`src/design/sts_pkg.sv`:
```
// ----------------------------------------------------------------------------
// Sorted table search package
// Shared sizes, operation codes and the structs that pass between modules.
// ----------------------------------------------------------------------------
package sts_pkg;

   localparam int TABLE_DEPTH = 64;
   localparam int IDX_W       = (TABLE_DEPTH > 1) ? $clog2(TABLE_DEPTH) : 1;
   localparam int CNT_W       = $clog2(TABLE_DEPTH + 1);
   localparam int DATA_W      = 32;
   localparam int OP_W        = 2;
   localparam int POS_W       = 6;
   localparam int RSP_TDATA_W = 8;

   localparam logic [OP_W-1:0] OP_CLEAR  = 2'd0;
   localparam logic [OP_W-1:0] OP_LOAD   = 2'd1;
   localparam logic [OP_W-1:0] OP_LINEAR = 2'd2;
   localparam logic [OP_W-1:0] OP_BINARY = 2'd3;

   typedef struct packed {
      logic eq;
      logic gt;
   } cmp_type;

   typedef struct packed {
      logic             overflow;
      logic [POS_W-1:0] position;
      logic             found;
   } result_type;

   // The reported position is the table index taken modulo 2**POS_W.
   function automatic logic [POS_W-1:0] pos_of(input logic [IDX_W-1:0] idx);
      logic [POS_W+IDX_W-1:0] ext;
      ext = {{POS_W{1'b0}}, idx};
      return ext[POS_W-1:0];
   endfunction

endpackage

```
`src/design/sts_cmp.sv`:
```
// ----------------------------------------------------------------------------
// Shared compare unit
// Signed equality and greater-than test used by the sort and both searches.
// ----------------------------------------------------------------------------
module sts_cmp (
   input  logic signed [sts_pkg::DATA_W-1:0] a,
   input  logic signed [sts_pkg::DATA_W-1:0] b,
   output sts_pkg::cmp_type                  result
);

   assign result.eq = (a == b);
   assign result.gt = (a > b);

endmodule

```
`src/design/sts_engine.sv`:
```
// ----------------------------------------------------------------------------
// Table engine
// Table memory, insertion sort and linear/binary search sequencer built
// around one shared compare unit.
// ----------------------------------------------------------------------------
module sts_engine (
   input  logic                              clock,
   input  logic                              reset,
   input  logic                              in_valid,
   output logic                              in_ready,
   input  logic [sts_pkg::OP_W-1:0]          in_op,
   input  logic signed [sts_pkg::DATA_W-1:0] in_value,
   output logic                              res_valid,
   input  logic                              res_take,
   output sts_pkg::result_type               res
);

   localparam int ST_W = 4;
   localparam logic [ST_W-1:0] S_IDLE     = 4'd0;
   localparam logic [ST_W-1:0] S_SORT_I   = 4'd1;
   localparam logic [ST_W-1:0] S_SORT_V   = 4'd2;
   localparam logic [ST_W-1:0] S_SORT_CMP = 4'd3;
   localparam logic [ST_W-1:0] S_SORT_PUT = 4'd4;
   localparam logic [ST_W-1:0] S_START    = 4'd5;
   localparam logic [ST_W-1:0] S_LIN_CMP  = 4'd6;
   localparam logic [ST_W-1:0] S_BIN_MID  = 4'd7;
   localparam logic [ST_W-1:0] S_BIN_CMP  = 4'd8;
   localparam logic [ST_W-1:0] S_DONE     = 4'd9;

   logic [ST_W-1:0]                   state_ff, state_in;
   logic [sts_pkg::CNT_W-1:0]         count_ff, count_in;
   logic                              sorted_ff, sorted_in;
   logic                              ovf_ff, ovf_in;
   logic signed [sts_pkg::DATA_W-1:0] key_ff, key_in;
   logic [sts_pkg::OP_W-1:0]          op_ff, op_in;
   logic signed [sts_pkg::DATA_W-1:0] v_ff, v_in;
   logic [sts_pkg::IDX_W-1:0]         i_ff, i_in;
   logic [sts_pkg::IDX_W-1:0]         j_ff, j_in;
   logic [sts_pkg::CNT_W-1:0]         lo_ff, lo_in;
   logic [sts_pkg::CNT_W-1:0]         hi_ff, hi_in;
   logic [sts_pkg::CNT_W-1:0]         mid_ff, mid_in;
   logic                              found_ff, found_in;
   logic [sts_pkg::POS_W-1:0]         pos_ff, pos_in;

   logic [sts_pkg::DATA_W-1:0]        mem_ff [sts_pkg::TABLE_DEPTH];
   logic signed [sts_pkg::DATA_W-1:0] rd_data_ff;
   logic [sts_pkg::IDX_W-1:0]         rd_addr;
   logic                              wr_en;
   logic [sts_pkg::IDX_W-1:0]         wr_addr;
   logic [sts_pkg::DATA_W-1:0]        wr_data;

   logic signed [sts_pkg::DATA_W-1:0] cmp_b;
   sts_pkg::cmp_type                  cmp;
   logic [sts_pkg::CNT_W-1:0]         i_next;
   logic [sts_pkg::CNT_W:0]           mid_sum;

   assign cmp_b = (state_ff == S_SORT_CMP) ? v_ff : key_ff;

   sts_cmp u_cmp (
      .a      (rd_data_ff),
      .b      (cmp_b),
      .result (cmp)
   );

   assign i_next   = {{(sts_pkg::CNT_W-sts_pkg::IDX_W){1'b0}}, i_ff} + sts_pkg::CNT_W'(1);
   // Midpoint of the inclusive range low .. end-1, never negative here.
   assign mid_sum  = {1'b0, lo_ff} + {1'b0, hi_ff} - (sts_pkg::CNT_W+1)'(1);

   assign in_ready     = (state_ff == S_IDLE);
   assign res_valid    = (state_ff == S_DONE);
   assign res.found    = found_ff;
   assign res.position = pos_ff;
   assign res.overflow = ovf_ff;

   always_comb begin
      state_in  = state_ff;
      count_in  = count_ff;
      sorted_in = sorted_ff;
      ovf_in    = ovf_ff;
      key_in    = key_ff;
      op_in     = op_ff;
      v_in      = v_ff;
      i_in      = i_ff;
      j_in      = j_ff;
      lo_in     = lo_ff;
      hi_in     = hi_ff;
      mid_in    = mid_ff;
      found_in  = found_ff;
      pos_in    = pos_ff;
      rd_addr   = '0;
      wr_en     = 1'b0;
      wr_addr   = '0;
      wr_data   = '0;

      case (state_ff)
         S_IDLE: begin
            if (in_valid) begin
               case (in_op)
                  sts_pkg::OP_CLEAR: begin
                     count_in  = '0;
                     sorted_in = 1'b1;
                  end
                  sts_pkg::OP_LOAD: begin
                     if (count_ff < sts_pkg::CNT_W'(sts_pkg::TABLE_DEPTH)) begin
                        wr_en     = 1'b1;
                        wr_addr   = count_ff[sts_pkg::IDX_W-1:0];
                        wr_data   = in_value;
                        count_in  = count_ff + sts_pkg::CNT_W'(1);
                        sorted_in = 1'b0;
                     end else begin
                        ovf_in = 1'b1;
                     end
                  end
                  default: begin
                     key_in = in_value;
                     op_in  = in_op;
                     if (!sorted_ff && (count_ff > sts_pkg::CNT_W'(1))) begin
                        i_in     = sts_pkg::IDX_W'(1);
                        state_in = S_SORT_I;
                     end else begin
                        sorted_in = 1'b1;
                        state_in  = S_START;
                     end
                  end
               endcase
            end
         end
         S_SORT_I: begin
            rd_addr  = i_ff;
            state_in = S_SORT_V;
         end
         S_SORT_V: begin
            v_in     = rd_data_ff;
            j_in     = i_ff;
            rd_addr  = i_ff - sts_pkg::IDX_W'(1);
            state_in = S_SORT_CMP;
         end
         S_SORT_CMP: begin
            wr_en   = 1'b1;
            wr_addr = j_ff;
            if (cmp.gt) begin
               // Shift the larger entry up one place and keep walking down.
               wr_data = rd_data_ff;
               j_in    = j_ff - sts_pkg::IDX_W'(1);
               if (j_ff == sts_pkg::IDX_W'(1)) begin
                  state_in = S_SORT_PUT;
               end else begin
                  rd_addr = j_ff - sts_pkg::IDX_W'(2);
               end
            end else begin
               wr_data = v_ff;
               i_in    = i_ff + sts_pkg::IDX_W'(1);
               if (i_next == count_ff) begin
                  sorted_in = 1'b1;
                  state_in  = S_START;
               end else begin
                  state_in = S_SORT_I;
               end
            end
         end
         S_SORT_PUT: begin
            wr_en   = 1'b1;
            wr_addr = '0;
            wr_data = v_ff;
            i_in    = i_ff + sts_pkg::IDX_W'(1);
            if (i_next == count_ff) begin
               sorted_in = 1'b1;
               state_in  = S_START;
            end else begin
               state_in = S_SORT_I;
            end
         end
         S_START: begin
            if (op_ff == sts_pkg::OP_LINEAR) begin
               if (count_ff == '0) begin
                  found_in = 1'b0;
                  pos_in   = '0;
                  state_in = S_DONE;
               end else begin
                  rd_addr  = '0;
                  i_in     = '0;
                  state_in = S_LIN_CMP;
               end
            end else begin
               lo_in    = '0;
               hi_in    = count_ff;
               state_in = S_BIN_MID;
            end
         end
         S_LIN_CMP: begin
            if (cmp.eq) begin
               found_in = 1'b1;
               pos_in   = sts_pkg::pos_of(i_ff);
               state_in = S_DONE;
            end else if (i_next == count_ff) begin
               found_in = 1'b0;
               pos_in   = '0;
               state_in = S_DONE;
            end else begin
               i_in    = i_ff + sts_pkg::IDX_W'(1);
               rd_addr = i_ff + sts_pkg::IDX_W'(1);
            end
         end
         S_BIN_MID: begin
            if (lo_ff >= hi_ff) begin
               found_in = 1'b0;
               pos_in   = '0;
               state_in = S_DONE;
            end else begin
               mid_in   = mid_sum[sts_pkg::CNT_W:1];
               rd_addr  = mid_sum[sts_pkg::IDX_W:1];
               state_in = S_BIN_CMP;
            end
         end
         S_BIN_CMP: begin
            if (cmp.eq) begin
               found_in = 1'b1;
               pos_in   = sts_pkg::pos_of(mid_ff[sts_pkg::IDX_W-1:0]);
               state_in = S_DONE;
            end else if (cmp.gt) begin
               hi_in    = mid_ff;
               state_in = S_BIN_MID;
            end else begin
               lo_in    = mid_ff + sts_pkg::CNT_W'(1);
               state_in = S_BIN_MID;
            end
         end
         S_DONE: begin
            if (res_take) begin
               ovf_in   = 1'b0;
               state_in = S_IDLE;
            end
         end
         default: begin
            state_in = S_IDLE;
         end
      endcase
   end

   always_ff @(posedge clock) begin
      if (reset) begin
         state_ff  <= S_IDLE;
         count_ff  <= '0;
         sorted_ff <= 1'b1;
         ovf_ff    <= 1'b0;
      end else begin
         state_ff  <= state_in;
         count_ff  <= count_in;
         sorted_ff <= sorted_in;
         ovf_ff    <= ovf_in;
      end
   end

   always_ff @(posedge clock) begin
      key_ff   <= key_in;
      op_ff    <= op_in;
      v_ff     <= v_in;
      i_ff     <= i_in;
      j_ff     <= j_in;
      lo_ff    <= lo_in;
      hi_ff    <= hi_in;
      mid_ff   <= mid_in;
      found_ff <= found_in;
      pos_ff   <= pos_in;
   end

   always_ff @(posedge clock) begin
      if (wr_en) begin
         mem_ff[wr_addr] <= wr_data;
      end
      rd_data_ff <= mem_ff[rd_addr];
   end

   a_count_bound: assert property (@(posedge clock) disable iff (reset)
      count_ff <= sts_pkg::CNT_W'(sts_pkg::TABLE_DEPTH))
      else $error("entry count exceeds table depth");

   a_load_grows: assert property (@(posedge clock) disable iff (reset)
      (in_valid && in_ready && (in_op == sts_pkg::OP_LOAD)
       && (count_ff < sts_pkg::CNT_W'(sts_pkg::TABLE_DEPTH)))
      |=> (count_ff == $past(count_ff) + sts_pkg::CNT_W'(1)) && !sorted_ff)
      else $error("accepted load did not append an entry");

   a_clear_empties: assert property (@(posedge clock) disable iff (reset)
      (in_valid && in_ready && (in_op == sts_pkg::OP_CLEAR))
      |=> (count_ff == '0) && sorted_ff)
      else $error("clear did not empty the table");

   a_result_sorted: assert property (@(posedge clock) disable iff (reset)
      res_valid |-> sorted_ff)
      else $error("search result given from an unsorted table");

   a_miss_zero: assert property (@(posedge clock) disable iff (reset)
      (res_valid && !res.found) |-> (res.position == '0))
      else $error("miss reported a non-zero position");

endmodule

```
`src/design/sorted_table_search.sv`:
```
// ----------------------------------------------------------------------------
// Sorted table search
// Table of signed 32-bit values with clear, load, linear and binary search.
// ----------------------------------------------------------------------------
// Clear and load complete without leaving the idle state. A search over n entries
// first sorts the table if loads have happened, by insertion on the table memory
// with its one read and one write port. Linear search then walks up to n entries;
// binary search reads and compares a midpoint per halving step.
// Reset empties the table and clears the overflow flag; the table memory
// itself is not cleared and there is no clearing pass.
module sorted_table_search (
   input  logic                               clock,
   input  logic                               reset,
   input  logic                               req_tvalid,
   output logic                               req_tready,
   input  logic [sts_pkg::DATA_W-1:0]         req_tdata,  // [31:0] value
   input  logic [sts_pkg::OP_W-1:0]           req_tuser,  // [1:0] opcode
   output logic                               rsp_tvalid,
   input  logic                               rsp_tready,
   output logic [sts_pkg::RSP_TDATA_W-1:0]    rsp_tdata   // [0] found, [6:1] position,
                                                          // [7] overflow
);

   logic                               res_valid;
   logic                               res_take;
   sts_pkg::result_type                res;
   logic                               rsp_tvalid_ff, rsp_tvalid_in;
   logic [sts_pkg::RSP_TDATA_W-1:0]    rsp_tdata_ff, rsp_tdata_in;

   sts_engine u_engine (
      .clock     (clock),
      .reset     (reset),
      .in_valid  (req_tvalid),
      .in_ready  (req_tready),
      .in_op     (req_tuser),
      .in_value  (req_tdata),
      .res_valid (res_valid),
      .res_take  (res_take),
      .res       (res)
   );

   // The output register frees the engine as soon as a transaction is loaded.
   assign res_take      = res_valid && (!rsp_tvalid_ff || rsp_tready);
   assign rsp_tvalid_in = res_take || (rsp_tvalid_ff && !rsp_tready);
   assign rsp_tdata_in  = res_take ? res : rsp_tdata_ff;

   always_ff @(posedge clock) begin
      if (reset) begin
         rsp_tvalid_ff <= 1'b0;
      end else begin
         rsp_tvalid_ff <= rsp_tvalid_in;
      end
   end

   always_ff @(posedge clock) begin
      rsp_tdata_ff <= rsp_tdata_in;
   end

   assign rsp_tvalid = rsp_tvalid_ff;
   assign rsp_tdata  = rsp_tdata_ff;

endmodule

```
`config.mk`:
```
export PLATFORM = sky130hd
export DESIGN_NAME = sorted_table_search
export DESIGN_NICKNAME = d
export VERILOG_FILES = /design/src/design/sts_pkg.sv /design/src/design/sts_cmp.sv /design/src/design/sts_engine.sv /design/src/design/sorted_table_search.sv
export SDC_FILE = /design/constraint.sdc
export NUM_CORES = 2
export LEC_CHECK = 0
export BUFFER_PORTS_ARGS = -buffer_cell sky130_fd_sc_hd__buf_2
export CELL_PAD_IN_SITES_DETAIL_PLACEMENT = 1
export CELL_PAD_IN_SITES_GLOBAL_PLACEMENT = 2
export CORE_MARGIN = 10
export CORE_UTILIZATION = 41
export CTS_CLUSTER_SIZE = 20
export DETAILED_ROUTE_END_ITERATION = 12
export PLACE_DENSITY = 0.76
export SLEW_MARGIN = 25
export SYNTH_ARGS = -nofsm -noshare
export SYNTH_HDL_FRONTEND = slang
export SYNTH_SLANG_ARGS = --single-unit
```
`constraint.sdc`:
```
create_clock -name clock -period 14.7 [get_ports clock]
set_input_delay 1.47 -clock clock [delete_from_list [all_inputs] [get_ports clock]]
set_output_delay 1.47 -clock clock [all_outputs]
set_load 0.01 [all_outputs]
```
==> results.sh <==
export IMPL_cts_resized=0
export IMPL_cts_hold_buf=0
export IMPL_clock_path_buffers=3
export IMPL_die_h_um=482
export IMPL_port_buffer_count=47
export IMPL_via_per_inst=5.98
export IMPL_relSlewSlack_pct=21.1
export IMPL_dieArea_mm2=0.233
export IMPL_drt_iter0_markers=6829
export IMPL_r2r_start="u_engine.state_ff[3]"
export IMPL_grt_pass1_wl_mm=415
export IMPL_clock_sinks=2208
export IMPL_num_nets_final=6604
export IMPL_worstSkewPairLatency_ns=0.90
export IMPL_holdPathEnd="rsp_tdata[6]"
export IMPL_critPathLaunchType="flop"
export IMPL_worst_slew_pin_slew_ns=1.17
export IMPL_grt_total_usage_pct=24.5
export IMPL_cp_data_arrival_time_ns=9.07
export IMPL_die_x_um=482
export IMPL_syn_avg_cell_area_um2=13.6
export IMPL_ir_drop_v=0.000228
export IMPL_syn_area_mm2=0.0876
export IMPL_ys_ff_latch=2208
export IMPL_gp_congestion=0.861
export IMPL_synth_largest_area_cell="edfxtp_1"
export IMPL_outcome="finished clean"
export IMPL_rr_worst_depth=20
export IMPL_fin_cells=9556
export IMPL_maxCapViolations=0
export IMPL_fp_row_count=169
export IMPL_hold_start="u_engine.pos_ff[5]"
export IMPL_crit_type="flop to flop"
export IMPL_grt_antenna_before_repair=28
export IMPL_synthTopCellsByCount="edfxtp_1 (2,162), nand2_1 (1,629), nand3_1 (574)"
export IMPL_firstDrtPassIters=6
export IMPL_dp_hpwl_mm=161
export IMPL_syn_inst=6445
export IMPL_slew_viol_final=0
export IMPL_dp_cells=9103
export IMPL_htree_levels=4
export IMPL_setup_ws_ns=6.44
export IMPL_globalRoute_totalOverflow=0
export IMPL_cts_root_buf="clkbuf_16"
export IMPL_async_flop_share_pct=0
export IMPL_drive_above_1_share_pct=10.8
export IMPL_wirelength_mm=292
export IMPL_core_area_mm2=0.212
export IMPL_setup_viol=0
export IMPL_drc=0
export IMPL_area_growth_pct=13.5
export IMPL_post_cts_buffers=0
export IMPL_synth_flop_cell="edfxtp_1"
export IMPL_dp_worst_setup_slack_ns=6.69
export IMPL_timing_rr_end="u_engine.rd_data_ff[16]"
export IMPL_grt_setup_unrepaired="false"
export IMPL_ys_warn_count=0
export IMPL_synth_most_common_cell="edfxtp_1"
export IMPL_holdPathStages=0
export IMPL_finalCriticalPeriod_ns=8.26
export IMPL_cts_tree="done"
export IMPL_required_ns=15.51
export IMPL_yosys_area_top_type_share_pct=74.1
export IMPL_p_leak_nw=34.1
export IMPL_p_per_area_mw_per_mm2=218
export IMPL_drtAntennaViolNets=0
export IMPL_grt_pass1_vias=57612
export IMPL_synth_nets=6546
export IMPL_synth_edf_count=2162
export IMPL_ios=48
export IMPL_wl_per_cell_um=30.5
export IMPL_vias=57122
export IMPL_hold_violations=0
export IMPL_rrSetupSlack_ns=6.44
export IMPL_clk_pin_slew_ns=0.06
export IMPL_ys_seq_area_share_pct=75.2
export IMPL_grt_start_max_net_pins=180
export IMPL_cts_buffers_inserted=219
export IMPL_worstPathMaxFanout=113
export IMPL_floorplan_initialDensity_pct=41.3
export IMPL_yosys_cell_types_count=71
export IMPL_clock_skew_ns=0.0443
export IMPL_fmaxAchievable_mhz=121
export IMPL_min_delay_path_class="flop to flop"
export IMPL_min_period_over_period_pct=56.2
export IMPL_endpoint_kind="flop"
export IMPL_synthTopCellsByArea="edfxtp_1 (74%), nand2_1 (7.0%), nand3_1 (3.3%), mux2i_1 (2.3%), a21oi_1 (2.2%)"
export IMPL_finalSetupTns_ns=0
[critical path, stage by stage, from the launching register on]
cell	delay, ns
dfxtp_1	0.63
nor2b_1	0.17
nand2_2	0.09
buf_4	0.56
mux2i_1	0.18
ha_1	0.46
nand4_1	0.18
nor4_1	0.55
nand3_1	0.61
a311oi_4	0.35
buf_4	0.47
buf_12	0.55
buf_4	0.63
buf_4	0.74
mux2i_1	0.18
a32oi_1	0.21
a31oi_1	0.16
a2111oi_2	0.55
buf_4	0.28
buf_6	0.16
and3_1	0.18
[cell type report]
class | instances | area (µm²)
Antenna cell | 43 | 108
Clock buffer | 296 | 6090
Clock inverter | 114 | 1040
Fill cell | 21205 | 113000
Inverter | 80 | 305
Multi-Input combinational cell | 3753 | 20700
Sequential cell | 2208 | 65800
Tap cell | 2821 | 3530
Timing Repair Buffer | 241 | 1840
[sequential cells by signal, indices dropped and copies added (netlist names), 6 cells and up]
signal,cells
u_engine.rd_data_ff,32
u_engine.i_ff,6
u_engine.key_ff,32
u_engine.mem_ff,2048
u_engine.hi_ff,7
u_engine.pos_ff,6
u_engine.lo_ff,7
rsp_tdata,8
u_engine.count_ff,7
u_engine.v_ff,32
u_engine.j_ff,6
u_engine.mid_ff,7
[metal layers]
metal  routed length (µm)  vias up  track usage [%]
met1               121000    29836             34.0
met4                12400        2             10.3
met3                23100      469             3.37
li1                     -    24240                -
met5                   13        -                0
met2               135000     2575             39.0
[metrics by stage]
step	utilization, %	total power, mW	instance area [µm²]	hold WS, ns
after floorplan	-	12.6	87600	0.400
after global placement	43.3	15.8	92000	0.401
after global routing	46.8	22.6	99400	0.425
after CTS	46.8	21.7	99300	0.419
after detailed placement	43.4	16.1	92200	0.406
final	46.8	21.7	99400	0.420
[report_power, final]
group          internal (mW)  switching [mW]
Clock                   3.16            2.43
Sequential              7.65           0.232
Combinational           2.11            6.08
[logic make-up (layout without fill, tap and decap cells)]
| family | Yosys count | after routing | share of synthesized area (%) |
|---|---|---|---|
| simple gates | 2500 | 2500 | 12.1 |
| fa+ha+maj | 63 | 63 | 0.908 |
| compound gates | 959 | 959 | 7.03 |
| buf+inv | 484 | 731 | 2.20 |
| mux | 203 | 203 | 2.33 |
| other cells | 0 | 43 | 0 |
| flops | 2208 | 2208 | 75.2 |
| xor+xnor | 28 | 28 | 0.297 |
[layout by cell type (no fill, tap or decap), drive strengths merged, types with 7 or more instances in the layout]
| cell type | n |
|---|---|
| nand4 | 51 |
| diode | 43 |
| clkbuf | 296 |
| o21a | 7 |
| o211ai | 8 |
| dfxtp | 46 |
| ha | 62 |
| nand3 | 574 |
| a222oi | 32 |
| inv | 87 |
| nor4 | 33 |
| buf | 241 |
| mux2i | 202 |
| and3 | 33 |
| o22ai | 70 |
| a32oi | 100 |
| nand2 | 1629 |
| xor2 | 11 |
| clkinv | 88 |
| xnor2 | 16 |
| edfxtp | 2162 |
| and4 | 8 |
| a21oi | 384 |
| and2 | 7 |
| bufinv | 15 |
| a2111oi | 24 |
| a31oi | 103 |
| nor2 | 119 |
| a22oi | 120 |
| nor3 | 17 |
| o21ai | 64 |
| nor2b | 8 |
[worst max-delay path by stage]
stage / depth (start not counted) / slack (ns) / end / from
2_1_floorplan: 19 / 9.43 / u_engine.mem_ff[0][1] / u_engine.state_ff[1]
3_3_place_gp: 20 / 3.05 / u_engine.rd_data_ff[16] / u_engine.state_ff[3]
3_5_place_dp: 20 / 6.69 / u_engine.rd_data_ff[16] / u_engine.state_ff[3]
4_1_cts: 20 / 6.62 / u_engine.rd_data_ff[16] / u_engine.state_ff[3]
5_1_grt: 18 / 6.05 / u_engine.rd_data_ff[19] / u_engine.state_ff[3]
6_report: 20 / 6.44 / u_engine.rd_data_ff[16] / u_engine.state_ff[3]
(Power assumes the default switching activity.)
